[src/rtl/ccwe_pkg.sv]
// Shared constants and calendar tables for the calendar clock with edit.
package ccwe_pkg;

	// Time units in seconds.
	localparam int unsigned SEC_PER_DAY  = 86400;
	localparam int unsigned SEC_PER_HOUR = 3600;
	localparam int unsigned SEC_PER_MIN  = 60;
	localparam int unsigned YEAR_SECONDS = 31536000;
	localparam int unsigned COUNT_RESET  = 24055756;
	localparam int unsigned WHEEL_FULL   = 4095;

	// Widths of the working values.
	localparam int unsigned CNT_W = 25;
	localparam int unsigned ACC_W = 26;

	// Start values of the shifted divisor for each restoring division, and
	// the number of quotient bits that each one produces.
	localparam int unsigned DAY_QBITS   = 9;
	localparam int unsigned HOUR_QBITS  = 5;
	localparam int unsigned MIN_QBITS   = 6;
	localparam int unsigned WHEEL_QBITS = 6;
	localparam logic [CNT_W-1:0] DIV_DAY_INIT   = CNT_W'(SEC_PER_DAY << (DAY_QBITS - 1));
	localparam logic [CNT_W-1:0] DIV_HOUR_INIT  = CNT_W'(SEC_PER_HOUR << (HOUR_QBITS - 1));
	localparam logic [CNT_W-1:0] DIV_MIN_INIT   = CNT_W'(SEC_PER_MIN << (MIN_QBITS - 1));
	localparam logic [CNT_W-1:0] DIV_WHEEL_INIT = CNT_W'(WHEEL_FULL << (WHEEL_QBITS - 1));

	// Days of the year before the first of a month; out of range months
	// count as the whole year.
	function automatic logic [8:0] month_start(input logic [3:0] m);
		logic [8:0] d;
		case (m)
			4'd0:    d = 9'd0;
			4'd1:    d = 9'd31;
			4'd2:    d = 9'd59;
			4'd3:    d = 9'd90;
			4'd4:    d = 9'd120;
			4'd5:    d = 9'd151;
			4'd6:    d = 9'd181;
			4'd7:    d = 9'd212;
			4'd8:    d = 9'd243;
			4'd9:    d = 9'd273;
			4'd10:   d = 9'd304;
			4'd11:   d = 9'd334;
			default: d = 9'd365;
		endcase
		return d;
	endfunction

	// Length of a month in a non-leap year; out of range months have none.
	function automatic logic [5:0] month_days(input logic [3:0] m);
		logic [5:0] n;
		case (m) inside
			4'd1:                      n = 6'd28;
			4'd3, 4'd5, 4'd8, 4'd10:   n = 6'd30;
			4'd0, 4'd2, 4'd4, 4'd6,
			4'd7, 4'd9, 4'd11:         n = 6'd31;
			default:                   n = 6'd0;
		endcase
		return n;
	endfunction

endpackage

[src/rtl/calendar_clock_with_edit.sv]
// Ticks are taken one at a time: in_ready is high only in the idle state, so no new word
// is accepted until the last result has been loaded into the result register. The shared
// restoring divider, which yields one quotient bit per cycle, and the eleven-step month
// scan set how long a tick takes.
// Reset: arst_n clears the count to its start value, all fields, view and edit state to
// zero, and empties the result register.
module calendar_clock_with_edit (
	input  logic        clk,
	input  logic        arst_n,
	input  logic        in_valid,
	output logic        in_ready,
	input  logic        edit_press,
	input  logic        confirm_press,
	input  logic [11:0] wheel,
	output logic        out_valid,
	input  logic        out_ready,
	output logic [3:0]  month,
	output logic [4:0]  day,
	output logic [4:0]  hour,
	output logic [5:0]  minute,
	output logic [5:0]  second,
	output logic [1:0]  view,
	output logic        editing,
	output logic [2:0]  field_sel,
	output logic [24:0] year_seconds
);

	// Sequencer states.
	localparam logic [3:0] ST_IDLE    = 4'd0;
	localparam logic [3:0] ST_COMPOSE = 4'd1;
	localparam logic [3:0] ST_WRAP    = 4'd2;
	localparam logic [3:0] ST_INC     = 4'd3;
	localparam logic [3:0] ST_DIV     = 4'd4;
	localparam logic [3:0] ST_MONTH   = 4'd5;
	localparam logic [3:0] ST_DAYSET  = 4'd6;
	localparam logic [3:0] ST_SCALE   = 4'd7;
	localparam logic [3:0] ST_DONE    = 4'd8;

	// Which division the shared divider is running.
	localparam logic [1:0] PH_DAY   = 2'd0;
	localparam logic [1:0] PH_HOUR  = 2'd1;
	localparam logic [1:0] PH_MIN   = 2'd2;
	localparam logic [1:0] PH_WHEEL = 2'd3;

	// Field that the wheel writes.
	localparam logic [2:0] TGT_NONE  = 3'd0;
	localparam logic [2:0] TGT_MONTH = 3'd1;
	localparam logic [2:0] TGT_DAY   = 3'd2;
	localparam logic [2:0] TGT_HOUR  = 3'd3;
	localparam logic [2:0] TGT_MIN   = 3'd4;
	localparam logic [2:0] TGT_SEC   = 3'd5;

	localparam int unsigned CW = ccwe_pkg::CNT_W;
	localparam int unsigned AW = ccwe_pkg::ACC_W;

	// Architectural state.
	logic [3:0]    state_q;
	logic [CW-1:0] cnt_q;
	logic [3:0]    month_q;
	logic [4:0]    day_q;
	logic [4:0]    hour_q;
	logic [5:0]    minute_q;
	logic [5:0]    second_q;
	logic [1:0]    view_q;
	logic          edit_mode_q;
	logic [2:0]    edit_field_q;
	logic          out_valid_q;

	// Working registers.
	logic [AW-1:0] acc_q;
	logic [8:0]    days_q;
	logic [1:0]    step_q;
	logic [11:0]   wheel_q;
	logic [5:0]    n_q;
	logic [2:0]    tgt_q;
	logic [CW-1:0] rem_q;
	logic [CW-1:0] dvs_q;
	logic [8:0]    quo_q;
	logic [3:0]    dcnt_q;
	logic [1:0]    ph_q;
	logic [8:0]    dd_q;
	logic [3:0]    mi_q;

	// Residue of the count modulo three, one bit per cycle from the top.
	logic [CW-1:0] m3_sr_q;
	logic [4:0]    m3_cnt_q;
	logic [1:0]    m3_res_q;
	logic [2:0]    m3_sum;
	logic [1:0]    m3_nx;

	// Result register.
	logic [3:0]    month_r_q;
	logic [4:0]    day_r_q;
	logic [4:0]    hour_r_q;
	logic [5:0]    minute_r_q;
	logic [5:0]    second_r_q;
	logic [1:0]    view_r_q;
	logic          editing_r_q;
	logic [2:0]    field_r_q;
	logic [CW-1:0] cnt_r_q;

	logic          in_acc;
	logic          out_load;

	// Edit button step, applied first in a tick.
	logic          s1_mode;
	logic [2:0]    s1_field;
	logic [2:0]    s1_field_inc;
	logic [1:0]    s1_view;
	logic [2:0]    s1_tgt;
	logic [5:0]    s1_n;

	// Datapath helpers.
	logic [AW-1:0] addend;
	logic [CW-1:0] inc_cnt;
	logic [CW-1:0] cnt_nx;
	logic          div_ge;
	logic [CW-1:0] rem_nx;
	logic [8:0]    quo_nx;
	logic [5:0]    wres;
	logic [17:0]   wprod;

	assign in_ready = (state_q == ST_IDLE);
	assign in_acc   = in_valid && in_ready;
	assign out_load = (state_q == ST_DONE) && (!out_valid_q || out_ready);

	// Edit button: enter edit mode, or advance the selected field.
	always_comb begin
		s1_mode      = edit_mode_q;
		s1_field     = edit_field_q;
		s1_view      = view_q;
		s1_field_inc = edit_field_q + 3'd1;
		if (edit_press) begin
			if (!edit_mode_q) begin
				s1_view  = 2'd0;
				s1_field = 3'd0;
				s1_mode  = 1'b1;
			end else begin
				s1_field = s1_field_inc;
				if (s1_field_inc == 3'd2) begin
					s1_view = 2'd1;
				end
				if (s1_field_inc >= 3'd5) begin
					s1_field = 3'd0;
					s1_view  = 2'd0;
				end
			end
		end
	end

	// Field and scale factor that the wheel sets in this view.
	always_comb begin
		s1_tgt = TGT_NONE;
		s1_n   = 6'd0;
		if (s1_view == 2'd0) begin
			if (s1_field == 3'd0) begin
				s1_tgt = TGT_MONTH;
				s1_n   = 6'd11;
			end else if (s1_field == 3'd1) begin
				s1_tgt = TGT_DAY;
				s1_n   = ccwe_pkg::month_days(month_q);
			end
		end else if (s1_view == 2'd1) begin
			if (s1_field == 3'd2) begin
				s1_tgt = TGT_HOUR;
				s1_n   = 6'd23;
			end else if (s1_field == 3'd3) begin
				s1_tgt = TGT_MIN;
				s1_n   = 6'd59;
			end else if (s1_field == 3'd4) begin
				s1_tgt = TGT_SEC;
				s1_n   = 6'd59;
			end
		end
	end

	// One weighted field is added per compose step.
	always_comb begin
		case (step_q)
			2'd0:    addend = AW'(minute_q) * AW'(ccwe_pkg::SEC_PER_MIN);
			2'd1:    addend = AW'(hour_q) * AW'(ccwe_pkg::SEC_PER_HOUR);
			default: addend = AW'(days_q) * AW'(ccwe_pkg::SEC_PER_DAY);
		endcase
	end

	// Count advance with the wrap at the end of the year.
	assign inc_cnt = cnt_q + CW'(1);
	assign cnt_nx  = (inc_cnt >= CW'(ccwe_pkg::YEAR_SECONDS)) ? '0 : inc_cnt;

	// Restoring divider step: compare, subtract, shift in one quotient bit.
	assign div_ge = (rem_q >= dvs_q);
	assign rem_nx = div_ge ? (rem_q - dvs_q) : rem_q;
	assign quo_nx = {quo_q[7:0], div_ge};
	assign wres   = quo_nx[5:0];
	assign wprod  = 18'(wheel_q) * 18'(n_q);

	// Modulo three residue update for the next count bit.
	assign m3_sum = {m3_res_q, m3_sr_q[CW-1]};
	always_comb begin
		case (m3_sum) inside
			3'd1, 3'd4: m3_nx = 2'd1;
			3'd2, 3'd5: m3_nx = 2'd2;
			default:    m3_nx = 2'd0;
		endcase
	end

	// Sequencer and datapath.
	always_ff @(posedge clk or negedge arst_n) begin
		if (!arst_n) begin
			state_q      <= ST_IDLE;
			cnt_q        <= CW'(ccwe_pkg::COUNT_RESET);
			month_q      <= '0;
			day_q        <= '0;
			hour_q       <= '0;
			minute_q     <= '0;
			second_q     <= '0;
			view_q       <= '0;
			edit_mode_q  <= 1'b0;
			edit_field_q <= '0;
			acc_q        <= '0;
			days_q       <= '0;
			step_q       <= '0;
			wheel_q      <= '0;
			n_q          <= '0;
			tgt_q        <= TGT_NONE;
			rem_q        <= '0;
			dvs_q        <= '0;
			quo_q        <= '0;
			dcnt_q       <= '0;
			ph_q         <= PH_DAY;
			dd_q         <= '0;
			mi_q         <= '0;
		end else begin
			unique case (state_q)
				ST_IDLE: begin
					if (in_acc) begin
						view_q       <= s1_view;
						edit_field_q <= s1_field;
						edit_mode_q  <= confirm_press ? 1'b0 : s1_mode;
						wheel_q      <= wheel;
						n_q          <= s1_n;
						tgt_q        <= s1_tgt;
						if (confirm_press) begin
							acc_q   <= AW'(ccwe_pkg::YEAR_SECONDS - ccwe_pkg::SEC_PER_DAY)
								+ AW'(second_q);
							days_q  <= ccwe_pkg::month_start(month_q) + 9'(day_q);
							step_q  <= 2'd0;
							state_q <= ST_COMPOSE;
						end else if (!s1_mode) begin
							state_q <= ST_INC;
						end else if (s1_tgt != TGT_NONE) begin
							state_q <= ST_SCALE;
						end else begin
							state_q <= ST_DONE;
						end
					end
				end
				ST_COMPOSE: begin
					acc_q  <= acc_q + addend;
					step_q <= step_q + 2'd1;
					if (step_q == 2'd2) begin
						state_q <= ST_WRAP;
					end
				end
				ST_WRAP: begin
					// At most one subtraction brings the sum into the year.
					if (acc_q >= AW'(ccwe_pkg::YEAR_SECONDS)) begin
						acc_q <= acc_q - AW'(ccwe_pkg::YEAR_SECONDS);
					end else begin
						cnt_q   <= acc_q[CW-1:0];
						state_q <= ST_INC;
					end
				end
				ST_INC: begin
					cnt_q   <= cnt_nx;
					rem_q   <= cnt_nx;
					dvs_q   <= ccwe_pkg::DIV_DAY_INIT;
					quo_q   <= '0;
					dcnt_q  <= 4'(ccwe_pkg::DAY_QBITS);
					ph_q    <= PH_DAY;
					state_q <= ST_DIV;
				end
				ST_SCALE: begin
					rem_q   <= CW'(wprod);
					dvs_q   <= ccwe_pkg::DIV_WHEEL_INIT;
					quo_q   <= '0;
					dcnt_q  <= 4'(ccwe_pkg::WHEEL_QBITS);
					ph_q    <= PH_WHEEL;
					state_q <= ST_DIV;
				end
				ST_DIV: begin
					rem_q <= rem_nx;
					if (dcnt_q != 4'd1) begin
						quo_q  <= quo_nx;
						dvs_q  <= dvs_q >> 1;
						dcnt_q <= dcnt_q - 4'd1;
					end else begin
						quo_q <= '0;
						case (ph_q)
							PH_DAY: begin
								dd_q   <= quo_nx;
								dvs_q  <= ccwe_pkg::DIV_HOUR_INIT;
								dcnt_q <= 4'(ccwe_pkg::HOUR_QBITS);
								ph_q   <= PH_HOUR;
							end
							PH_HOUR: begin
								hour_q <= quo_nx[4:0];
								dvs_q  <= ccwe_pkg::DIV_MIN_INIT;
								dcnt_q <= 4'(ccwe_pkg::MIN_QBITS);
								ph_q   <= PH_MIN;
							end
							PH_MIN: begin
								minute_q <= quo_nx[5:0];
								second_q <= rem_nx[5:0];
								month_q  <= '0;
								mi_q     <= 4'd1;
								state_q  <= ST_MONTH;
							end
							default: begin
								// Wheel result goes to the selected field.
								case (tgt_q)
									TGT_MONTH: month_q  <= wres[3:0];
									TGT_DAY:   day_q    <= (wres == 6'd0) ? 5'd1 : wres[4:0];
									TGT_HOUR:  hour_q   <= wres[4:0];
									TGT_MIN:   minute_q <= wres;
									TGT_SEC:   second_q <= wres;
									default:   ;
								endcase
								state_q <= ST_DONE;
							end
						endcase
					end
				end
				ST_MONTH: begin
					// Scan month starts; the last one not past the day wins.
					if (dd_q >= ccwe_pkg::month_start(mi_q)) begin
						month_q <= mi_q;
					end
					if (mi_q == 4'd11) begin
						state_q <= ST_DAYSET;
					end else begin
						mi_q <= mi_q + 4'd1;
					end
				end
				ST_DAYSET: begin
					day_q <= 5'(dd_q - ccwe_pkg::month_start(month_q) + 9'd1);
					if (m3_res_q == 2'd0) begin
						view_q <= view_q + 2'd1;
					end
					state_q <= ST_DONE;
				end
				ST_DONE: begin
					if (out_load) begin
						state_q <= ST_IDLE;
					end
				end
				default: state_q <= ST_IDLE;
			endcase
		end
	end

	// Serial modulo three of the new count, running beside the divider.
	always_ff @(posedge clk or negedge arst_n) begin
		if (!arst_n) begin
			m3_sr_q  <= '0;
			m3_cnt_q <= '0;
			m3_res_q <= '0;
		end else if (state_q == ST_INC) begin
			m3_sr_q  <= cnt_nx;
			m3_cnt_q <= 5'(CW);
			m3_res_q <= '0;
		end else if (m3_cnt_q != 5'd0) begin
			m3_sr_q  <= m3_sr_q << 1;
			m3_cnt_q <= m3_cnt_q - 5'd1;
			m3_res_q <= m3_nx;
		end
	end

	// Result word valid flag.
	always_ff @(posedge clk or negedge arst_n) begin
		if (!arst_n) begin
			out_valid_q <= 1'b0;
		end else if (out_load) begin
			out_valid_q <= 1'b1;
		end else if (out_ready) begin
			out_valid_q <= 1'b0;
		end
	end

	// Result word payload, a snapshot of the state after the tick.
	always_ff @(posedge clk) begin
		if (out_load) begin
			month_r_q   <= month_q;
			day_r_q     <= day_q;
			hour_r_q    <= hour_q;
			minute_r_q  <= minute_q;
			second_r_q  <= second_q;
			view_r_q    <= view_q;
			editing_r_q <= edit_mode_q;
			field_r_q   <= edit_field_q;
			cnt_r_q     <= cnt_q;
		end
	end

	assign out_valid    = out_valid_q;
	assign month        = month_r_q;
	assign day          = day_r_q;
	assign hour         = hour_r_q;
	assign minute       = minute_r_q;
	assign second       = second_r_q;
	assign view         = view_r_q;
	assign editing      = editing_r_q;
	assign field_sel    = field_r_q;
	assign year_seconds = cnt_r_q;

	// The count never leaves the year.
	a_cnt_in_year: assert property (@(posedge clk) disable iff (!arst_n)
		cnt_q < CW'(ccwe_pkg::YEAR_SECONDS))
		else $error("seconds count out of the year");

	// The field selector stays on one of the five fields.
	a_field_range: assert property (@(posedge clk) disable iff (!arst_n)
		edit_field_q <= 3'd4)
		else $error("edit field out of range");

	// The residue must be complete before the view is updated.
	a_m3_done: assert property (@(posedge clk) disable iff (!arst_n)
		(state_q == ST_DAYSET) |-> (m3_cnt_q == 5'd0))
		else $error("modulo three not finished at view update");

	// The day-of-year quotient is always inside the year.
	a_dd_range: assert property (@(posedge clk) disable iff (!arst_n)
		(state_q == ST_MONTH) |-> (dd_q < 9'd365))
		else $error("day of year out of range");

	// In edit mode only the date or time view is shown.
	a_edit_view: assert property (@(posedge clk) disable iff (!arst_n)
		(edit_mode_q && (state_q == ST_IDLE)) |-> (view_q <= 2'd1))
		else $error("edit mode in a temperature view");

endmodule

[config.mk]
export PLATFORM = sky130hd
export DESIGN_NAME = calendar_clock_with_edit
export DESIGN_NICKNAME = d
export VERILOG_FILES = /design/src/rtl/ccwe_pkg.sv /design/src/rtl/calendar_clock_with_edit.sv
export SDC_FILE = /design/constraint.sdc
export NUM_CORES = 1
export LEC_CHECK = 0
export BUFFER_PORTS_ARGS = -buffer_cell sky130_fd_sc_hd__buf_2
export CORE_MARGIN = 5
export CORE_UTILIZATION = 50
export CTS_BUF_LIST = sky130_fd_sc_hd__clkbuf_4
export CTS_CLUSTER_DIAMETER = 50
export DETAILED_ROUTE_END_ITERATION = 7
export PLACE_DENSITY = 0.64
export SLEW_MARGIN = 40
export SYNTH_ARGS = -nofsm -noshare
export SYNTH_HDL_FRONTEND = slang
export SYNTH_SLANG_ARGS = --single-unit
[constraint.sdc]
create_clock -name clk -period 6.13 [get_ports clk]
set_clock_uncertainty 0.15 [all_clocks]
set_input_delay 1.226 -clock clk [delete_from_list [all_inputs] [get_ports clk]]
set_output_delay 1.226 -clock clk [all_outputs]
set_load 0.1 [all_outputs]
==> metrics.md, run 1 <==
| Metric | Value |
|---|---|
| Nets@finish | 2729 |
| Post-synth top area share | 24.80% |
| # setup viols final | 0 |
| Largest net degree at the start of global routing | 132 |
| Syn avg cell area | 9.162 um2 |
| Highest Clock Rate | 174.3 MHz |
| Setup CP Type | flip-flop to flip-flop |
| Initial antenna violation count | 2 |
| DR DRC count | 0 |
| Die height | 217.8 um |
| Worst Hold Class | primary input to asynchronous set/reset pin |
| Post-synth EDFFs | 57 |
| Final std cells w/o fill | 3094 |
| Post-DP HPWL | 46280 um |
| Final core occ | 55.38% |
| Setup total negative slack | 0 ps |
| Slew Viols, Final | 0 |
| Unique masters post-synth | 94 |
| Post CTS Setup Buffer Count | 0 |
| Routability cong. | 0.9128 |
| Core footprint | 0.04289 mm2 |
| GRT Overall Usage | 26.24% |
| Via count | 18230 |
| Mapped Nets | 2643 |
| Synthesis Warnings | 0 |
| H-tree Lvls | 3 |
| Row cnt | 76 |
| Via/cell ratio | 5.892 |
| CP max FO | 5 |
| Crit. End Element | flip-flop |
| Post-synthesis cell area | 0.02160 mm2 |
| Post-route ant nets | 0 |
| Timing startpoint of the critical path | days_q[8]$_DFFE_PN0P_ |
| Slew at the pin closest to its max-slew limit | 868.4 ps |
| Crit path arrival time | 6230 ps |
| Die width | 217.8 um |
| Number of buffers created by CTS | 80 |
| CP required | 6630 ps |
| Share of cells above drive strength 1 | 12.76% |
| Reg-to-Reg Start | days_q[8]$_DFFE_PN0P_ |
| Fillers | 3930 |
| Top-level I/O count | 77 |
| Slew HR | 41.89% |
| Max Cap Viol | 0 |
| Vias in the first global route | 18400 |
| Grt total ovfl | 0 |
| Hold Buf Count CTS | 0 |
| Startpoint Class | flip-flop |
| Layout area overhead | 9.977% |
| CTS Sinks | 286 |
| Final Hold Vio Count | 0 |
| Initial Utilization | 50.36% |
| Final min period | 5736 ps |
| Clock tree buffer depth | 3 |
| Top cell type by total area after synthesis | dfrtp_1 |
| Clk_lat worst skew | 780 ps |
| Seq cells post-synth | 286 |
| WL/cell | 20.01 um |
| Die ar. | 0.04745 mm2 |
| RSZ-0062 raised after global routing | no |
| First-pass GRT wire length | 100500 um |
| Port-buffer cells | 76 |
| Ys async rst share | 80.07% |
| Top FF cell, synth | dfrtp_1 |
| Status | finished clean |
| 1st-iter DRT viols | 1559 |
| Final WL | 61920 um |
| Most frequent cell after synthesis | nand2_1 |
| CTS clk-pin slew, worst paths | 70 ps |
| Cell Count Post-Placement | 2944 |
| CTS tree | done |
| Syn Inst Count | 2357 |
| Final worst-path cycle share | 93.57% |
| Largest cells by area after synthesis | dfrtp_1, ha_1, edfxtp_1 |
| DRT Pass-1 Iters | 5 |
| Root Buffer | clkbuf_4 |
| Register area share after synthesis | 34.55% |
| Commonest cells post-synth | nand2_1, dfrtp_1, inv_1 |
==> timing repair <==
item / 4_1_cts / 5_1_grt
endpoints found under the hold margin: 0 / 0
endpoints found under the setup margin: 0 / 1
gates resized for setup: 0 / 3
==> logic make-up after synthesis <==
| kind of cell | share of synthesized area [%] |
|---|---|
| XOR/XNOR | 4.316 |
| AND/OR/NAND/NOR | 15.29 |
| flip-flops | 34.55 |
| adder cells (fa/ha/maj) | 17.96 |
| multiplexers | 2.491 |
| AO/OA/AOI/OAI | 19.99 |
| buffers and inverters | 5.406 |
==> cell type report <==
class / count / area [um2] / area share [%]
multi-input cells: 1771 / 13030 / 54.88
flip-flops and latches: 286 / 7461 / 31.41
clock buffers: 125 / 938.4 / 3.951
inverters: 205 / 769.5 / 3.240
well taps: 585 / 732.0 / 3.082
repair buffers: 99 / 635.6 / 2.676
clock inverters: 22 / 177.7 / 0.7481
diodes: 1 / 2.502 / 0.01054
==> path summary, 6_finish.rpt <==
check,endpoint,slack (ps),cells after the start
setup / recovery,acc_q[25]$_DFFE_PN0P_,390,21
setup reg to reg,acc_q[25]$_DFFE_PN0P_,390,21
hold / removal,m3_sr_q[11]$_DFFE_PN0P_,150,1
hold reg to reg,second[3]$_DFFE_PP_,330,0
max in group asynchronous,days_q[5]$_DFFE_PN0P_,4620,3
min in group clk,second[3]$_DFFE_PP_,330,0
==> sequential cells by signal, indices dropped and copies added (netlist names), 6 cells and up <==
name	cells
days_q	9
quo_q	8
rem_q	25
minute	6
year_seconds	25
minute_q	6
wheel_q	12
dd_q	9
second	6
acc_q	26
n_q	6
dvs_q	25
cnt_q	25
second_q	6
m3_sr_q	25
==> layout by cell type, fill, tap and decap left out, drive strengths merged, types with 58 or more instances in the layout <==
cell type  instances
nand2            252
dfrtp            214
inv              205
ha               198
nor2             160
a21oi            158
o21ai            141
clkbuf           125
buf               99
fa                70
and2              69
xnor2             58
==> critical path: stages, from the launching register on <==
cell      delay (ps)
dfrtp_1          440
ha_1             330
fa_1             420
fa_1             510
inv_1             50
fa_1             450
ha_1             250
nor3_1           200
a211oi_1          70
buf_4            160
a21o_1           180
a21oi_1          170
xor2_1           150
nor2_1            70
ha_1             300
and4_1           180
and2_1           180
a21o_1           180
a31oi_1          260
o21ai_0          180
xnor3_1          380
a221o_1          360
==> metal layers <==
layer  up-vias  wire length (um)  global-route usage [%]
met5         -                13                       0
met1      8846             27620                   36.50
met3       148              4075                   4.817
met2       630             28040                   41.12
li1       8603                 -                       -
met4         2              2172                   9.964
==> stage by stage <==
| stage | hold slack (ps) | cell area, um2 | worst slack (ps) |
|---|---|---|---|
| 2_1_floorplan | 273.1 | 21600 | 600.6 |
| 3_3_place_gp | 315.4 | 22510 | 459.7 |
| 3_5_place_dp | 314.0 | 22550 | 216.7 |
| 4_1_cts | 309.8 | 23670 | 130.6 |
| 5_1_grt | 115.8 | 23750 | 40.53 |
| 6_report | 150.5 | 23750 | 394.0 |
Power of run 1 is left out: the tool's default activity adds up to more than one toggle a clock period on the data nets, which glitch-free logic cannot reach.
==> run 2: changes to the inputs <==
PLACE_DENSITY = not set   (was 0.64)
PLACE_DENSITY_LB_ADDON = 0.3   (was not set)
==> metrics.md, run 2 (synthesized netlist as in run 1, its figures left out) <==
| Metric | Value |
|---|---|
| Crit path arrival time | 6250 ps (was 6230 ps) |
| Highest Clock Rate | 174.7 MHz (was 174.3 MHz) |
| Clk_lat worst skew | 780 ps (about the same) |
| Grt total ovfl | 0 (unchanged) |
| Fillers | 3907 (was 3930) |
| CP max FO | 5 (unchanged) |
| Slew HR | 33.38% (was 41.89%) |
| DRT Pass-1 Iters | 6 (was 5) |
| Row cnt | 76 (unchanged) |
| Die height | 217.8 um (unchanged) |
| Core footprint | 0.04289 mm2 (unchanged) |
| Final WL | 59830 um (was 61920 um) |
| Final worst-path cycle share | 93.37% (was 93.57%) |
| Die width | 217.8 um (unchanged) |
| GRT Overall Usage | 25.18% (was 26.24%) |
| RSZ-0062 raised after global routing | no (unchanged) |
| Via/cell ratio | 5.877 (was 5.892) |
| Top-level I/O count | 77 (unchanged) |
| Setup total negative slack | 0 ps (unchanged) |
| CTS tree | done (unchanged) |
| Initial Utilization | 50.36% (unchanged) |
| Max reg flops | 26 (unchanged) |
| Commonest non-fill, non-tap cells in the layout | nand2_1, dfrtp_1, inv_1 (unchanged) |
| Initial antenna violation count | 1 (was 2) |
| CTS clk-pin slew, worst paths | 70 ps (about the same) |
| Final min period | 5724 ps (was 5736 ps) |
| Via count | 18190 (was 18230) |
| Commonest non-fill, non-tap cell in the layout | nand2_1 (unchanged) |
| Slew Viols, Final | 0 (unchanged) |
| CTS Sinks | 286 (unchanged) |
| Post CTS Setup Buffer Count | 0 (unchanged) |
| Worst Hold Class | primary input to asynchronous set/reset pin (unchanged) |
| Slew at the pin closest to its max-slew limit | 999.2 ps (was 868.4 ps) |
| Share of cells above drive strength 1 | 12.36% (was 12.76%) |
| Vias in the first global route | 18020 (was 18400) |
| Status | finished clean (unchanged) |
| WL/cell | 19.33 um (was 20.01 um) |
| Routability cong. | 0.9219 (was 0.9128) |
| Post-CTS Resized | 0 (unchanged) |
| Post-route ant nets | 0 (unchanged) |
| Startpoint Class | flip-flop (unchanged) |
| Root Buffer | clkbuf_4 (unchanged) |
| DR DRC count | 0 (unchanged) |
| First-pass GRT wire length | 96720 um (was 100500 um) |
| Hold Buf Count CTS | 0 (unchanged) |
| Layout area overhead | 9.571% (was 9.977%) |
| 1st-iter DRT viols | 1361 (was 1559) |
| Post-DP HPWL | 44920 um (was 46280 um) |
| Die ar. | 0.04745 mm2 (unchanged) |
| # setup viols final | 0 (unchanged) |
| Number of buffers created by CTS | 82 (was 80) |
| H-tree Lvls | 3 (unchanged) |
| Max Cap Viol | 0 (unchanged) |
| Port-buffer cells | 76 (unchanged) |
| Nets@finish | 2728 (was 2729) |
| Final Hold Vio Count | 0 (unchanged) |
| Largest Register | acc_q (unchanged) |
| Largest net degree at the start of global routing | 58 (was 132) |
| Crit. End Element | flip-flop (unchanged) |
| Clock tree buffer depth | 3 (unchanged) |
| Setup CP Type | flip-flop to flip-flop (unchanged) |
| CP required | 6650 ps (was 6630 ps) |
## run 2: changes by cell type in the layout (fill, tap and decap cells not counted), sizes merged
cell,previous run,this run
buf,99,96
clkbuf,125,111
clkinv,18,36
clkinvlp,1,2
inv,205,204
## run 2: layout make-up
cell class	count	area [um2]	area share, %
well taps	585	732.0	3.093
inverters	205	769.5	3.252
diodes	1	2.502	0.01058
clock inverters	40	249.0	1.052
multi-input cells	1771	13060	55.17
clock buffers	111	833.3	3.522
flip-flops and latches	286	7461	31.53
repair buffers	96	560.5	2.369
## run 2: critical path, cell delays in order (launching register included)
cell and delay, ps:
dfrtp_1 440, ha_1 320, fa_1 420, fa_1 510
inv_1 50, fa_1 450, ha_1 250, nor3_1 260
a211oi_2 170, a21o_1 200, a21oi_1 170, xor2_1 160
nor2_1 50, ha_1 310, and4_1 180, and2_1 180
a21o_1 170, a31oi_1 280, o21ai_0 190, xnor3_1 360
a221o_1 340
## run 2: stage by stage
| step | setup slack [ps] | hold WS (ps) | cell area (um2) | instances | util [%] |
|---|---|---|---|---|---|
| finish | 406.5 | 218.4 | 23660 | 3095 | 55.18 |
| global route | 48.35 | 232.3 | 23660 | 3095 | 55.18 |
| CTS | 215.3 | 172.6 | 23630 | 3094 | 55.11 |
| detailed placement | 238.8 | 324.0 | 22550 | 2943 | 52.58 |
| global placement | 332.7 | 322.2 | 22490 | 2942 | 52.44 |
| floorplan | 600.6 | 273.1 | 21600 | 2357 | - |
## run 2: routing by layer
metal | routed length [um] | GRT usage [%] | vias to the layer above
met1 | 27690 | 35.98 | 8859
met5 | 0 | 0 | -
met3 | 3590 | 3.721 | 128
met4 | 1793 | 9.148 | 0
met2 | 26750 | 39.25 | 580
li1 | - | - | 8621
## run 2: worst paths after layout
| kind | start | end | slack, ps | cells past startpoint |
|---|---|---|---|---|
| max | days_q[8]$_DFFE_PN0P_ | acc_q[25]$_DFFE_PN0P_ | 410 | 20 |
| min | arst_n | acc_q[13]$_DFFE_PN0P_ | 220 | 1 |
| max reg2reg | days_q[8]$_DFFE_PN0P_ | acc_q[25]$_DFFE_PN0P_ | 410 | 20 |
| min reg2reg | second_q[2]$_DFFE_PN0P_ | second[2]$_DFFE_PP_ | 340 | 0 |
| max in group asynchronous | arst_n | day_q[4]$_DFFE_PN0P_ | 4460 | 2 |
| min in group clk | second_q[2]$_DFFE_PN0P_ | second[2]$_DFFE_PP_ | 340 | 0 |
Power of run 2 is left out for the same reason.
